===== config.mk =====
export PLATFORM = sky130hd
export DESIGN_NAME = masked_grid_sparse_row_index
export DESIGN_NICKNAME = d
export VERILOG_FILES = /design/src/rtl/mgsr_pkg.sv /design/src/rtl/mgsr_mask_mem.sv /design/src/rtl/mgsr_walk.sv /design/src/rtl/masked_grid_sparse_row_index.sv
export SDC_FILE = /design/constraint.sdc
export NUM_CORES = 2
export LEC_CHECK = 0
export BUFFER_PORTS_ARGS = -buffer_cell sky130_fd_sc_hd__buf_2
export CAP_MARGIN = 20
export CELL_PAD_IN_SITES_DETAIL_PLACEMENT = 1
export CELL_PAD_IN_SITES_GLOBAL_PLACEMENT = 1
export CORE_UTILIZATION = 48
export CTS_CLUSTER_SIZE = 14
export DETAILED_ROUTE_END_ITERATION = 16
export GPL_ROUTABILITY_DRIVEN = 1
export PLACE_DENSITY = 0.87
export SYNTH_ARGS = -nofsm -noshare
export SYNTH_HDL_FRONTEND = slang
export SYNTH_SLANG_ARGS = --single-unit
export TNS_END_PERCENT = 1

===== constraint.sdc =====
create_clock -name clock -period 6.9 [get_ports clock]
set_clock_uncertainty 0.1 [all_clocks]
set_input_delay 0.69 -clock clock [delete_from_list [all_inputs] [get_ports clock]]
set_output_delay 0.69 -clock clock [all_outputs]
set_load 0.005 [all_outputs]

===== src/rtl/mgsr_pkg.sv =====
`timescale 1ns / 1ps
`default_nettype none

package mgsr_pkg;

   localparam int COL_W       = 6;
   localparam int ROW_END_W   = 15;
   localparam int MAX_RESULTS = 64;
   localparam int NUM_W       = $clog2(MAX_RESULTS + 1);
   localparam int EROW_W      = 6;
   localparam int ECOL_W      = 3;
   localparam int PTS_W       = 4;
   localparam int XCNT_W      = 4;
   localparam int YCNT_W      = 7;
   localparam int CSR_IDX_W   = 2;
   localparam int CSR_DATA_W  = 7;

   typedef enum logic [CSR_IDX_W-1:0] {
      CSR_X_POINTS = 2'd0,
      CSR_Y_POINTS = 2'd1,
      CSR_X_COUNT  = 2'd2,
      CSR_Y_COUNT  = 2'd3
   } csr_idx_type;

   localparam logic KIND_MASK = 1'b0;
   localparam logic KIND_ROW  = 1'b1;

   typedef struct packed {
      logic [PTS_W-1:0]  x_points;
      logic [PTS_W-1:0]  y_points;
      logic [XCNT_W-1:0] x_count;
      logic [YCNT_W-1:0] y_count;
   } cfg_type;

   typedef struct packed {
      logic [COL_W-1:0]     column;
      logic                 has_column;
      logic [ROW_END_W-1:0] row_end;
      logic                 last;
      logic                 finished;
   } rsp_type;

endpackage

`default_nettype wire


===== src/rtl/mgsr_mask_mem.sv =====
`timescale 1ns / 1ps
`default_nettype none

module mgsr_mask_mem #(
   parameter int MAX_X_ELEMENTS = 8,
   parameter int MAX_Y_ELEMENTS = 64,
   localparam int AW = (MAX_Y_ELEMENTS > 1) ? $clog2(MAX_Y_ELEMENTS) : 1,
   localparam int XW = (MAX_X_ELEMENTS > 1) ? $clog2(MAX_X_ELEMENTS) : 1
) (
   input  wire logic                      clock,
   input  wire logic                      reset,
   input  wire logic                      wr_en,
   input  wire logic [AW-1:0]             wr_row,
   input  wire logic [XW-1:0]             wr_col,
   input  wire logic                      wr_bit,
   input  wire logic                      rd_en,
   input  wire logic [AW-1:0]             rd_addr_cur,
   input  wire logic [AW-1:0]             rd_addr_prev,
   output logic      [MAX_X_ELEMENTS-1:0] rd_row_cur,
   output logic      [MAX_X_ELEMENTS-1:0] rd_row_prev
);

   logic [MAX_X_ELEMENTS-1:0] mem [MAX_Y_ELEMENTS];
   logic [MAX_Y_ELEMENTS-1:0] vld_ff;
   logic [MAX_X_ELEMENTS-1:0] fresh_row;
   logic [MAX_X_ELEMENTS-1:0] row_cur_ff;
   logic [MAX_X_ELEMENTS-1:0] row_prev_ff;

   // a row never written reads as zero, so its first write clears the other bits
   always_comb begin
      fresh_row         = '0;
      fresh_row[wr_col] = wr_bit;
   end

   always_ff @(posedge clock) begin
      if (reset) begin
         vld_ff <= '0;
      end else if (wr_en) begin
         vld_ff[wr_row] <= 1'b1;
      end
   end

   always_ff @(posedge clock) begin
      if (wr_en) begin
         if (vld_ff[wr_row]) begin
            mem[wr_row][wr_col] <= wr_bit;
         end else begin
            mem[wr_row] <= fresh_row;
         end
      end
   end

   always_ff @(posedge clock) begin
      if (rd_en) begin
         row_cur_ff  <= vld_ff[rd_addr_cur] ? mem[rd_addr_cur] : '0;
         row_prev_ff <= vld_ff[rd_addr_prev] ? mem[rd_addr_prev] : '0;
      end
   end

   assign rd_row_cur  = row_cur_ff;
   assign rd_row_prev = row_prev_ff;

endmodule

`default_nettype wire


===== src/rtl/mgsr_walk.sv =====
`timescale 1ns / 1ps
`default_nettype none

module mgsr_walk #(
   parameter int MAX_X_ELEMENTS = 8,
   parameter int MAX_Y_ELEMENTS = 64,
   parameter int MAX_POINTS     = 9,
   localparam int AW = (MAX_Y_ELEMENTS > 1) ? $clog2(MAX_Y_ELEMENTS) : 1
) (
   input  wire logic                      clock,
   input  wire logic                      reset,
   input  wire mgsr_pkg::cfg_type         cfg,
   input  wire logic                      restart,
   input  wire logic                      start,
   output logic                           ready,
   output logic                           rd_en,
   output logic      [AW-1:0]             rd_addr_cur,
   output logic      [AW-1:0]             rd_addr_prev,
   input  wire logic [MAX_X_ELEMENTS-1:0] row_cur,
   input  wire logic [MAX_X_ELEMENTS-1:0] row_prev,
   output mgsr_pkg::rsp_type              rsp,
   output logic                           rsp_valid,
   input  wire logic                      rsp_ready
);

   import mgsr_pkg::*;

   localparam int XW   = (MAX_X_ELEMENTS > 1) ? $clog2(MAX_X_ELEMENTS) : 1;
   localparam int XNW  = $clog2(MAX_X_ELEMENTS + 1);
   localparam int ERW  = $clog2(MAX_Y_ELEMENTS + 1);
   localparam int PW   = $clog2(MAX_POINTS + 1);
   localparam int KW   = $clog2(MAX_POINTS);
   localparam int SUMW = $clog2(MAX_X_ELEMENTS * (MAX_POINTS - 1) + 1);

   typedef enum logic [3:0] {
      ST_IDLE  = 4'b0001,
      ST_COUNT = 4'b0010,
      ST_EMIT  = 4'b0100,
      ST_FIN   = 4'b1000
   } state_type;

   state_type            state_ff, state_in;
   logic [ERW-1:0]       elem_row_ff, elem_row_in;
   logic [KW-1:0]        point_row_ff, point_row_in;
   logic [ROW_END_W-1:0] kept_ff, kept_in;
   logic                 all_done_ff, all_done_in;
   logic                 row_first_ff, row_first_in;
   logic [XW-1:0]        j_ff, j_in;
   logic [KW-1:0]        k_ff, k_in;
   logic                 k_first_ff, k_first_in;
   logic [SUMW-1:0]      sum_ff, sum_in;
   logic [NUM_W-1:0]     n_ff, n_in;
   logic [NUM_W-1:0]     emitted_ff, emitted_in;
   logic [COL_W-1:0]     base_ff, base_in;
   logic                 rsp_valid_ff, rsp_valid_in;
   rsp_type              rsp_ff, rsp_in;

   logic [PW-1:0]        xq, yq;
   logic [XNW-1:0]       xn;
   logic [ERW-1:0]       yn;
   logic                 skip;
   logic [ERW-1:0]       er_n;
   logic [KW-1:0]        pr_n;
   logic                 done_n;
   logic                 prev_ok;
   logic                 cur_bit, xp, yp, pl, keep, strt;
   logic [PW-1:0]        cnt_j;
   logic [SUMW-1:0]      total;
   logic                 j_last;
   logic [KW-1:0]        kk;
   logic                 in_range;
   logic                 k_end;
   logic                 slot_free;

   // clamp the configuration at use
   always_comb begin
      if (16'(cfg.x_points) < 16'd2) begin
         xq = PW'(2);
      end else if (16'(cfg.x_points) > 16'(MAX_POINTS)) begin
         xq = PW'(MAX_POINTS);
      end else begin
         xq = PW'(cfg.x_points);
      end
      if (16'(cfg.y_points) < 16'd2) begin
         yq = PW'(2);
      end else if (16'(cfg.y_points) > 16'(MAX_POINTS)) begin
         yq = PW'(MAX_POINTS);
      end else begin
         yq = PW'(cfg.y_points);
      end
      if (16'(cfg.x_count) < 16'd1) begin
         xn = XNW'(1);
      end else if (16'(cfg.x_count) > 16'(MAX_X_ELEMENTS)) begin
         xn = XNW'(MAX_X_ELEMENTS);
      end else begin
         xn = XNW'(cfg.x_count);
      end
      if (16'(cfg.y_count) < 16'd1) begin
         yn = ERW'(1);
      end else if (16'(cfg.y_count) > 16'(MAX_Y_ELEMENTS)) begin
         yn = ERW'(MAX_Y_ELEMENTS);
      end else begin
         yn = ERW'(cfg.y_count);
      end
   end

   // advance past an exhausted element row
   always_comb begin
      skip   = 16'(point_row_ff) + 16'd1 >= 16'(yq);
      er_n   = skip ? elem_row_ff + ERW'(1) : elem_row_ff;
      pr_n   = skip ? '0 : point_row_ff;
      done_n = all_done_ff || (16'(er_n) >= 16'(yn));
   end

   assign ready        = (state_ff == ST_IDLE);
   assign rd_en        = start && (state_ff == ST_IDLE) && !done_n;
   assign rd_addr_cur  = AW'(er_n);
   assign rd_addr_prev = AW'(er_n - ERW'(1));

   // neighbor bits of element column j
   always_comb begin
      prev_ok = (elem_row_ff != '0);
      cur_bit = row_cur[j_ff];
      xp      = (j_ff != '0) ? row_cur[j_ff - XW'(1)] : 1'b0;
      yp      = prev_ok && row_prev[j_ff];
      pl      = prev_ok && (j_ff != '0) && row_prev[j_ff - XW'(1)];
      if (row_first_ff) begin
         keep = cur_bit && yp;
         strt = !(xp && yp && pl);
      end else begin
         keep = cur_bit;
         strt = !xp;
      end
      cnt_j    = keep ? (xq - PW'(1) - PW'(strt)) : '0;
      total    = sum_ff + SUMW'(cnt_j);
      j_last   = (16'(j_ff) + 16'd1 == 16'(xn));
      kk       = k_first_ff ? KW'(strt) : k_ff;
      in_range = keep && (16'(kk) + 16'd2 <= 16'(xq));
      k_end    = (16'(kk) + 16'd2 == 16'(xq));
   end

   assign slot_free = !rsp_valid_ff || rsp_ready;

   always_comb begin
      state_in     = state_ff;
      elem_row_in  = elem_row_ff;
      point_row_in = point_row_ff;
      kept_in      = kept_ff;
      all_done_in  = all_done_ff;
      row_first_in = row_first_ff;
      j_in         = j_ff;
      k_in         = k_ff;
      k_first_in   = k_first_ff;
      sum_in       = sum_ff;
      n_in         = n_ff;
      emitted_in   = emitted_ff;
      base_in      = base_ff;
      rsp_valid_in = rsp_valid_ff && !rsp_ready;
      rsp_in       = rsp_ff;

      case (state_ff)
         ST_IDLE: begin
            if (restart) begin
               elem_row_in  = '0;
               point_row_in = KW'(1);
               kept_in      = '0;
               all_done_in  = 1'b0;
            end else if (start) begin
               if (!all_done_ff) begin
                  elem_row_in  = er_n;
                  point_row_in = pr_n;
                  all_done_in  = done_n;
               end
               row_first_in = (pr_n == '0);
               j_in         = '0;
               sum_in       = '0;
               state_in     = done_n ? ST_FIN : ST_COUNT;
            end
         end
         ST_COUNT: begin
            if (j_last) begin
               if (16'(total) > 16'(MAX_RESULTS)) begin
                  n_in = NUM_W'(MAX_RESULTS);
               end else begin
                  n_in = NUM_W'(total);
               end
               kept_in      = kept_ff + ROW_END_W'(n_in);
               point_row_in = point_row_ff + KW'(1);
               j_in         = '0;
               k_first_in   = 1'b1;
               emitted_in   = '0;
               base_in      = '0;
               state_in     = ST_EMIT;
            end else begin
               sum_in = total;
               j_in   = j_ff + XW'(1);
            end
         end
         ST_EMIT: begin
            if (n_ff == '0) begin
               if (slot_free) begin
                  rsp_valid_in      = 1'b1;
                  rsp_in.column     = '0;
                  rsp_in.has_column = 1'b0;
                  rsp_in.row_end    = kept_ff;
                  rsp_in.last       = 1'b1;
                  rsp_in.finished   = 1'b0;
                  state_in          = ST_IDLE;
               end
            end else if (in_range) begin
               if (slot_free) begin
                  rsp_valid_in      = 1'b1;
                  rsp_in.column     = base_ff + COL_W'(kk) - COL_W'(1);
                  rsp_in.has_column = 1'b1;
                  rsp_in.row_end    = kept_ff;
                  rsp_in.last       = (emitted_ff + NUM_W'(1) == n_ff);
                  rsp_in.finished   = 1'b0;
                  emitted_in        = emitted_ff + NUM_W'(1);
                  if (emitted_ff + NUM_W'(1) == n_ff) begin
                     state_in = ST_IDLE;
                  end else if (k_end) begin
                     j_in       = j_ff + XW'(1);
                     base_in    = base_ff + COL_W'(xq - PW'(1));
                     k_first_in = 1'b1;
                  end else begin
                     k_in       = kk + KW'(1);
                     k_first_in = 1'b0;
                  end
               end
            end else begin
               j_in       = j_ff + XW'(1);
               base_in    = base_ff + COL_W'(xq - PW'(1));
               k_first_in = 1'b1;
            end
         end
         ST_FIN: begin
            if (slot_free) begin
               rsp_valid_in      = 1'b1;
               rsp_in.column     = '0;
               rsp_in.has_column = 1'b0;
               rsp_in.row_end    = kept_ff;
               rsp_in.last       = 1'b1;
               rsp_in.finished   = 1'b1;
               state_in          = ST_IDLE;
            end
         end
         default: begin
            state_in = ST_IDLE;
         end
      endcase
   end

   always_ff @(posedge clock) begin
      if (reset) begin
         state_ff     <= ST_IDLE;
         elem_row_ff  <= '0;
         point_row_ff <= KW'(1);
         kept_ff      <= '0;
         all_done_ff  <= 1'b0;
         rsp_valid_ff <= 1'b0;
      end else begin
         state_ff     <= state_in;
         elem_row_ff  <= elem_row_in;
         point_row_ff <= point_row_in;
         kept_ff      <= kept_in;
         all_done_ff  <= all_done_in;
         rsp_valid_ff <= rsp_valid_in;
      end
   end

   always_ff @(posedge clock) begin
      row_first_ff <= row_first_in;
      j_ff         <= j_in;
      k_ff         <= k_in;
      k_first_ff   <= k_first_in;
      sum_ff       <= sum_in;
      n_ff         <= n_in;
      emitted_ff   <= emitted_in;
      base_ff      <= base_in;
      rsp_ff       <= rsp_in;
   end

   assign rsp       = rsp_ff;
   assign rsp_valid = rsp_valid_ff;

endmodule

`default_nettype wire


===== src/rtl/masked_grid_sparse_row_index.sv =====
`timescale 1ns / 1ps
`default_nettype none

// Sparse-row index generator over a masked 2-D element grid. Mask items (tuser 0) set one
// element bit and restart the walk; row items (tuser 1) return the kept column indices of the
// next quadrature-point row, one item each, all carrying the row-end count, tlast on the final
// one. A row item with nothing kept gives one item with has_column 0; once every row is done a
// row item gives one item with finished set. A row item is accepted and reads the current and
// upper mask rows from the row memory, then counts the kept functions over x_count element
// columns, then emits the indices one at a time, stepping past element columns with nothing to
// emit and holding while the output is not taken. One item is in work at a time. Mask rows
// carry valid flags cleared by reset, so no clearing pass is needed. Any csr write restarts the
// walk and keeps the mask; csr writes only while the block is idle.

module masked_grid_sparse_row_index #(
   parameter int MAX_X_ELEMENTS = 8,
   parameter int MAX_Y_ELEMENTS = 64,
   parameter int MAX_POINTS     = 9
) (
   input  wire logic                                 clock,
   input  wire logic                                 reset,
   input  wire logic                                 req_tvalid,
   output logic                                      req_tready,
   input  wire logic [15:0]                          req_tdata,  // elem_row, elem_col, used
   input  wire logic                                 req_tuser,  // kind
   output logic                                      rsp_tvalid,
   input  wire logic                                 rsp_tready,
   output logic      [23:0]                          rsp_tdata,  // column, has_column, row_end
   output logic                                      rsp_tlast,
   output logic                                      rsp_tuser,  // finished
   input  wire logic                                 csr_we,
   input  wire logic [mgsr_pkg::CSR_IDX_W-1:0]       csr_index,
   input  wire logic [mgsr_pkg::CSR_DATA_W-1:0]      csr_wdata
);

   import mgsr_pkg::*;

   localparam int AW = (MAX_Y_ELEMENTS > 1) ? $clog2(MAX_Y_ELEMENTS) : 1;
   localparam int XW = (MAX_X_ELEMENTS > 1) ? $clog2(MAX_X_ELEMENTS) : 1;

   logic [PTS_W-1:0]          x_points_ff, x_points_in;
   logic [PTS_W-1:0]          y_points_ff, y_points_in;
   logic [XCNT_W-1:0]         x_count_ff, x_count_in;
   logic [YCNT_W-1:0]         y_count_ff, y_count_in;
   cfg_type                   cfg;

   logic [EROW_W-1:0]         elem_row;
   logic [ECOL_W-1:0]         elem_col;
   logic                      used;
   logic                      req_accept;
   logic                      mask_wr;
   logic                      row_req;
   logic                      restart;
   logic                      in_store;

   logic                      rd_en;
   logic [AW-1:0]             rd_addr_cur;
   logic [AW-1:0]             rd_addr_prev;
   logic [MAX_X_ELEMENTS-1:0] row_cur;
   logic [MAX_X_ELEMENTS-1:0] row_prev;
   rsp_type                   rsp;

   assign elem_row   = req_tdata[EROW_W-1:0];
   assign elem_col   = req_tdata[EROW_W+ECOL_W-1:EROW_W];
   assign used       = req_tdata[EROW_W+ECOL_W];
   assign req_accept = req_tvalid && req_tready;
   assign in_store   = (16'(elem_row) < 16'(MAX_Y_ELEMENTS))
                    && (16'(elem_col) < 16'(MAX_X_ELEMENTS));
   assign mask_wr    = req_accept && (req_tuser == KIND_MASK);
   assign row_req    = req_tvalid && (req_tuser == KIND_ROW);
   assign restart    = mask_wr || csr_we;

   always_comb begin
      x_points_in = x_points_ff;
      y_points_in = y_points_ff;
      x_count_in  = x_count_ff;
      y_count_in  = y_count_ff;
      if (csr_we) begin
         case (csr_idx_type'(csr_index))
            CSR_X_POINTS: x_points_in = csr_wdata[PTS_W-1:0];
            CSR_Y_POINTS: y_points_in = csr_wdata[PTS_W-1:0];
            CSR_X_COUNT:  x_count_in  = csr_wdata[XCNT_W-1:0];
            CSR_Y_COUNT:  y_count_in  = csr_wdata[YCNT_W-1:0];
            default:      x_points_in = x_points_ff;
         endcase
      end
   end

   always_ff @(posedge clock) begin
      if (reset) begin
         x_points_ff <= PTS_W'(9);
         y_points_ff <= PTS_W'(9);
         x_count_ff  <= XCNT_W'(8);
         y_count_ff  <= YCNT_W'(64);
      end else begin
         x_points_ff <= x_points_in;
         y_points_ff <= y_points_in;
         x_count_ff  <= x_count_in;
         y_count_ff  <= y_count_in;
      end
   end

   assign cfg = {x_points_ff, y_points_ff, x_count_ff, y_count_ff};

   mgsr_mask_mem #(
      .MAX_X_ELEMENTS (MAX_X_ELEMENTS),
      .MAX_Y_ELEMENTS (MAX_Y_ELEMENTS)
   ) u_mem (
      .clock        (clock),
      .reset        (reset),
      .wr_en        (mask_wr && in_store),
      .wr_row       (AW'(elem_row)),
      .wr_col       (XW'(elem_col)),
      .wr_bit       (used),
      .rd_en        (rd_en),
      .rd_addr_cur  (rd_addr_cur),
      .rd_addr_prev (rd_addr_prev),
      .rd_row_cur   (row_cur),
      .rd_row_prev  (row_prev)
   );

   mgsr_walk #(
      .MAX_X_ELEMENTS (MAX_X_ELEMENTS),
      .MAX_Y_ELEMENTS (MAX_Y_ELEMENTS),
      .MAX_POINTS     (MAX_POINTS)
   ) u_walk (
      .clock        (clock),
      .reset        (reset),
      .cfg          (cfg),
      .restart      (restart),
      .start        (row_req),
      .ready        (req_tready),
      .rd_en        (rd_en),
      .rd_addr_cur  (rd_addr_cur),
      .rd_addr_prev (rd_addr_prev),
      .row_cur      (row_cur),
      .row_prev     (row_prev),
      .rsp          (rsp),
      .rsp_valid    (rsp_tvalid),
      .rsp_ready    (rsp_tready)
   );

   assign rsp_tdata = {2'b00, rsp.row_end, rsp.has_column, rsp.column};
   assign rsp_tlast = rsp.last;
   assign rsp_tuser = rsp.finished;

endmodule

`default_nettype wire


==> flow_metrics.py <==
metrics = {
    "clock_tree": {
        "cts_setup_buffers": 0,
        "cts_tree": "built",
        "cts_max_level": 3,
        "cts_root_buf": "clkbuf_16",
        "cts_resized": 0,
        "clk_latency_ns": 0.67,
        "clock-sinks": 703,
        "cts_max_path_buffers": 3,
        "cts_buffers": 78,
        "cts_hold_buf": 0,
        "path_clk_slew_ns": 0.06,
    },
    "job": {
        "cap_violations": 0,
    },
    "sta": {
        "worstMarginPinSlew_ns": 1.24,
        "fmax_mhz": 148,
        "setup_tns_ns": 0,
        "slew_headroom_pct": 17.0,
        "slew_violations": 0,
        "setup_viol": 0,
        "hold_violations": 0,
        "timing.final.crit_share_pct": 97.7,
        "period_minus_slack_ns": 6.74,
    },
    "placed_design": {
        "gp_congestion": 0.996,
        "io_buffers": 50,
        "hpwl_microns": 91600,
        "dp.cells": 4260,
        "dpl-instance-area_sq_um": 39300,
    },
    "final_layout": {
        "drive_gt1_share_pct": 15.1,
        "finalNonFillerCells": 4410,
        "seqCellArea_sq_um": 20000,
        "multi_input_area_sq_um": 16800,
        "nFillCells": 8000,
        "nets": 3391,
        "synthToLayoutAreaGrowth_pct": 10.3,
        "finalInstanceArea_sq_um": 41900,
    },
    "floorplan": {
        "start_util_pct": 48.8,
        "io_pins": 59,
        "die_w_microns": 283,
        "core-area_sq_um": 78000,
        "num_rows": 102,
        "die-height_microns": 283,
        "die-area_sq_um": 80300,
    },
    "global_route": {
        "grt_overflow_total": 0,
        "grt_pass1_vias": 31700,
        "grt_pass1_wl_microns": 207000,
        "grt_max_degree": 148,
        "grt_use_total_pct": 34.5,
        "antenna_found_initial": 5,
    },
    "worst_setup_path": {
        "slowest_delay_ns": 0.43,
        "critPathMostFrequentCell": "a21oi_1",
        "r2r-end": "u_walk.kept_ff[10]",
        "crit_slowest_cell": "ha_2",
        "reg2reg_setup_slack_ns": 0.16,
        "cp_num_buf_inv": 2,
        "worstSetupPathDepth": 29,
        "crit_type": "flop to flop",
        "crit_required_ns": 7.32,
        "cp-end-kind": "flop",
        "start_kind": "flop",
        "worstPathArrival_ns": 7.16,
        "r2r_cells": 29,
        "crit_family": "adder cells",
        "r2r-start": "u_walk.j_ff[0]",
        "cp_max_fo": 8,
    },
    "drt": {
        "wirelength_microns": 142000,
        "ant_nets": 0,
        "vias_per_cell": 7.03,
        "drtPass1Iterations": 6,
        "drt_iter0_drc": 4855,
        "drc": 0,
        "num_vias": 31000,
        "detail_route.wl_per_cell_microns": 32.2,
    },
    "pwr": {
        "p_per_area_nw_per_um2": 250,
        "fin_total_pwr_mw": 10.5,
        "max-vdd-ir-drop_uv": 219,
        "leakage_nw": 14.8,
    },
    "synth": {
        "ys_warn_count": 0,
        "synth_cell_type_count": 86,
        "synth_ff_type": "edfxtp_1",
        "synth_edf_count": 588,
        "synthesis.area_sq_um": 38000,
        "synth.avg_cell_area_sq_um": 11.5,
        "ys_seq_area_share_pct": 52.5,
        "synthCells": 3319,
        "synth_seq_cells": 703,
        "ys_async_sr_fraction_pct": 0,
    },
    "min_path": {
        "min_path_cells": 3,
        "min_from": "csr_wdata[6]",
        "min_to": "y_count_ff[6]",
        "hold_path.class": "input port to flop",
    },
    "run_status": {
        "outcome": "completed",
    },
}
power by group:
group	leakage, nW	internal, mW	switching (mW)
clock	1.22	2.35	1.84
sequential	6.26	4.74	0.0513
combinational	7.34	0.490	1.01
total	14.8	7.59	2.91
worst register-to-register path, delay by kind of cell (launching register included):
kind            cells  cell delay (ns)
fa+ha+maj           6             2.04
compound gates     11             2.00
mux                 2             0.62
xor+xnor            2             0.45
simple gates        6             0.84
flops               1             0.35
buf+inv             2             0.21
sequential cells by signal (all words and copies together), names as in the netlist, 8 cells and up:
register and cells:
u_mem.mem 512, u_mem.vld_ff 64, u_walk.rsp 24, u_walk.kept_ff 15, u_mem.rd_row_cur 8, u_mem.rd_row_prev 8
layout by cell type (no fill, tap or decap), drive strengths merged, types with 52 or more instances in the layout:
cell,n
nor2,694
edfxtp,588
nand2,333
mux4,194
mux2i,182
a21oi,138
buf,128
dfxtp,115
clkbuf,106
inv,90
nand3,62
ha,52
o21ai,52
per-layer routing:
metal	global-route usage (%)	vias to the layer above	wire (microns)
met3	8.55	668	16600
met1	42.5	15600	49500
li1	-	12400	-
met5	1.19	-	163
met4	22.0	6	10800
met2	54.1	2339	64800
synth_stat cells, drive strengths merged, types with 10 or more instances:
master | number | area (sq um)
and2 | 17 | 106
nor2 | 694 | 2610
nand4 | 10 | 62.6
a2111oi | 10 | 87.6
clkbuf | 137 | 514
o21a | 14 | 105
edfxtp | 588 | 17700
dfxtp | 115 | 2300
a22o | 10 | 87.6
ha | 52 | 651
a22oi | 46 | 345
o2111ai | 13 | 114
inv | 89 | 334
buf | 88 | 561
o22ai | 29 | 181
a21oi | 138 | 691
nand2 | 333 | 1250
and3 | 40 | 250
o21ai | 52 | 260
nor3b | 11 | 87.6
a31oi | 28 | 175
a311oi | 24 | 210
xor2 | 24 | 210
nor3 | 37 | 185
xnor2 | 31 | 313
nor2b | 19 | 119
mux2 | 20 | 225
o211ai | 13 | 103
a32oi | 17 | 149
mux2i | 182 | 1830
mux4 | 194 | 4370
nand3 | 62 | 315
a211oi | 15 | 113
a221oi | 30 | 269
a21o | 19 | 143
through the flow:
stage	hold slack, ns	setup slack, ns	util [%]
2_1_floorplan	0.328	0.661	-
3_3_place_gp	0.340	0.586	50.5
3_5_place_dp	0.354	0.234	50.5
4_1_cts	0.136	0.185	53.7
5_1_grt	0.165	-0.116	53.8
6_report	0.147	0.160	53.8
cells by family after synthesis:
| family | synth area share, % |
|---|---|
| muxes | 16.9 |
| DFF | 52.5 |
| xor gates and xnor gates | 1.43 |
| adders and majority gates | 1.92 |
| buffers and inverters | 3.76 |
| other | 0.00986 |
| AOI/OAI and AO/OA | 9.65 |
| and+or+nand+nor | 13.8 |
area by class of cell:
class                           instances  area share [%]
Clock buffer                          105            5.22
Multi-Input combinational cell       2297            40.1
Antenna cell                            3          0.0179
Clock inverter                         38           0.773
Sequential cell                       703            47.6
Timing Repair Buffer                  129            2.31
Inverter                               95           0.859
Tap cell                             1040            3.10
worst max path at each step:
| stage | start | endpoint | slack, ns |
|---|---|---|---|
| floorplan | u_walk.j_ff[0] | u_walk.kept_ff[10] | 0.66 |
| global placement | u_walk.j_ff[0] | u_walk.kept_ff[12] | 0.59 |
| detailed placement | u_walk.j_ff[0] | u_walk.kept_ff[12] | 0.23 |
| CTS | u_walk.j_ff[0] | u_walk.kept_ff[14] | 0.19 |
| global route | u_walk.j_ff[0] | u_walk.kept_ff[12] | -0.12 |
| finish | u_walk.j_ff[0] | u_walk.kept_ff[10] | 0.16 |
(Power assumes the default switching activity.)
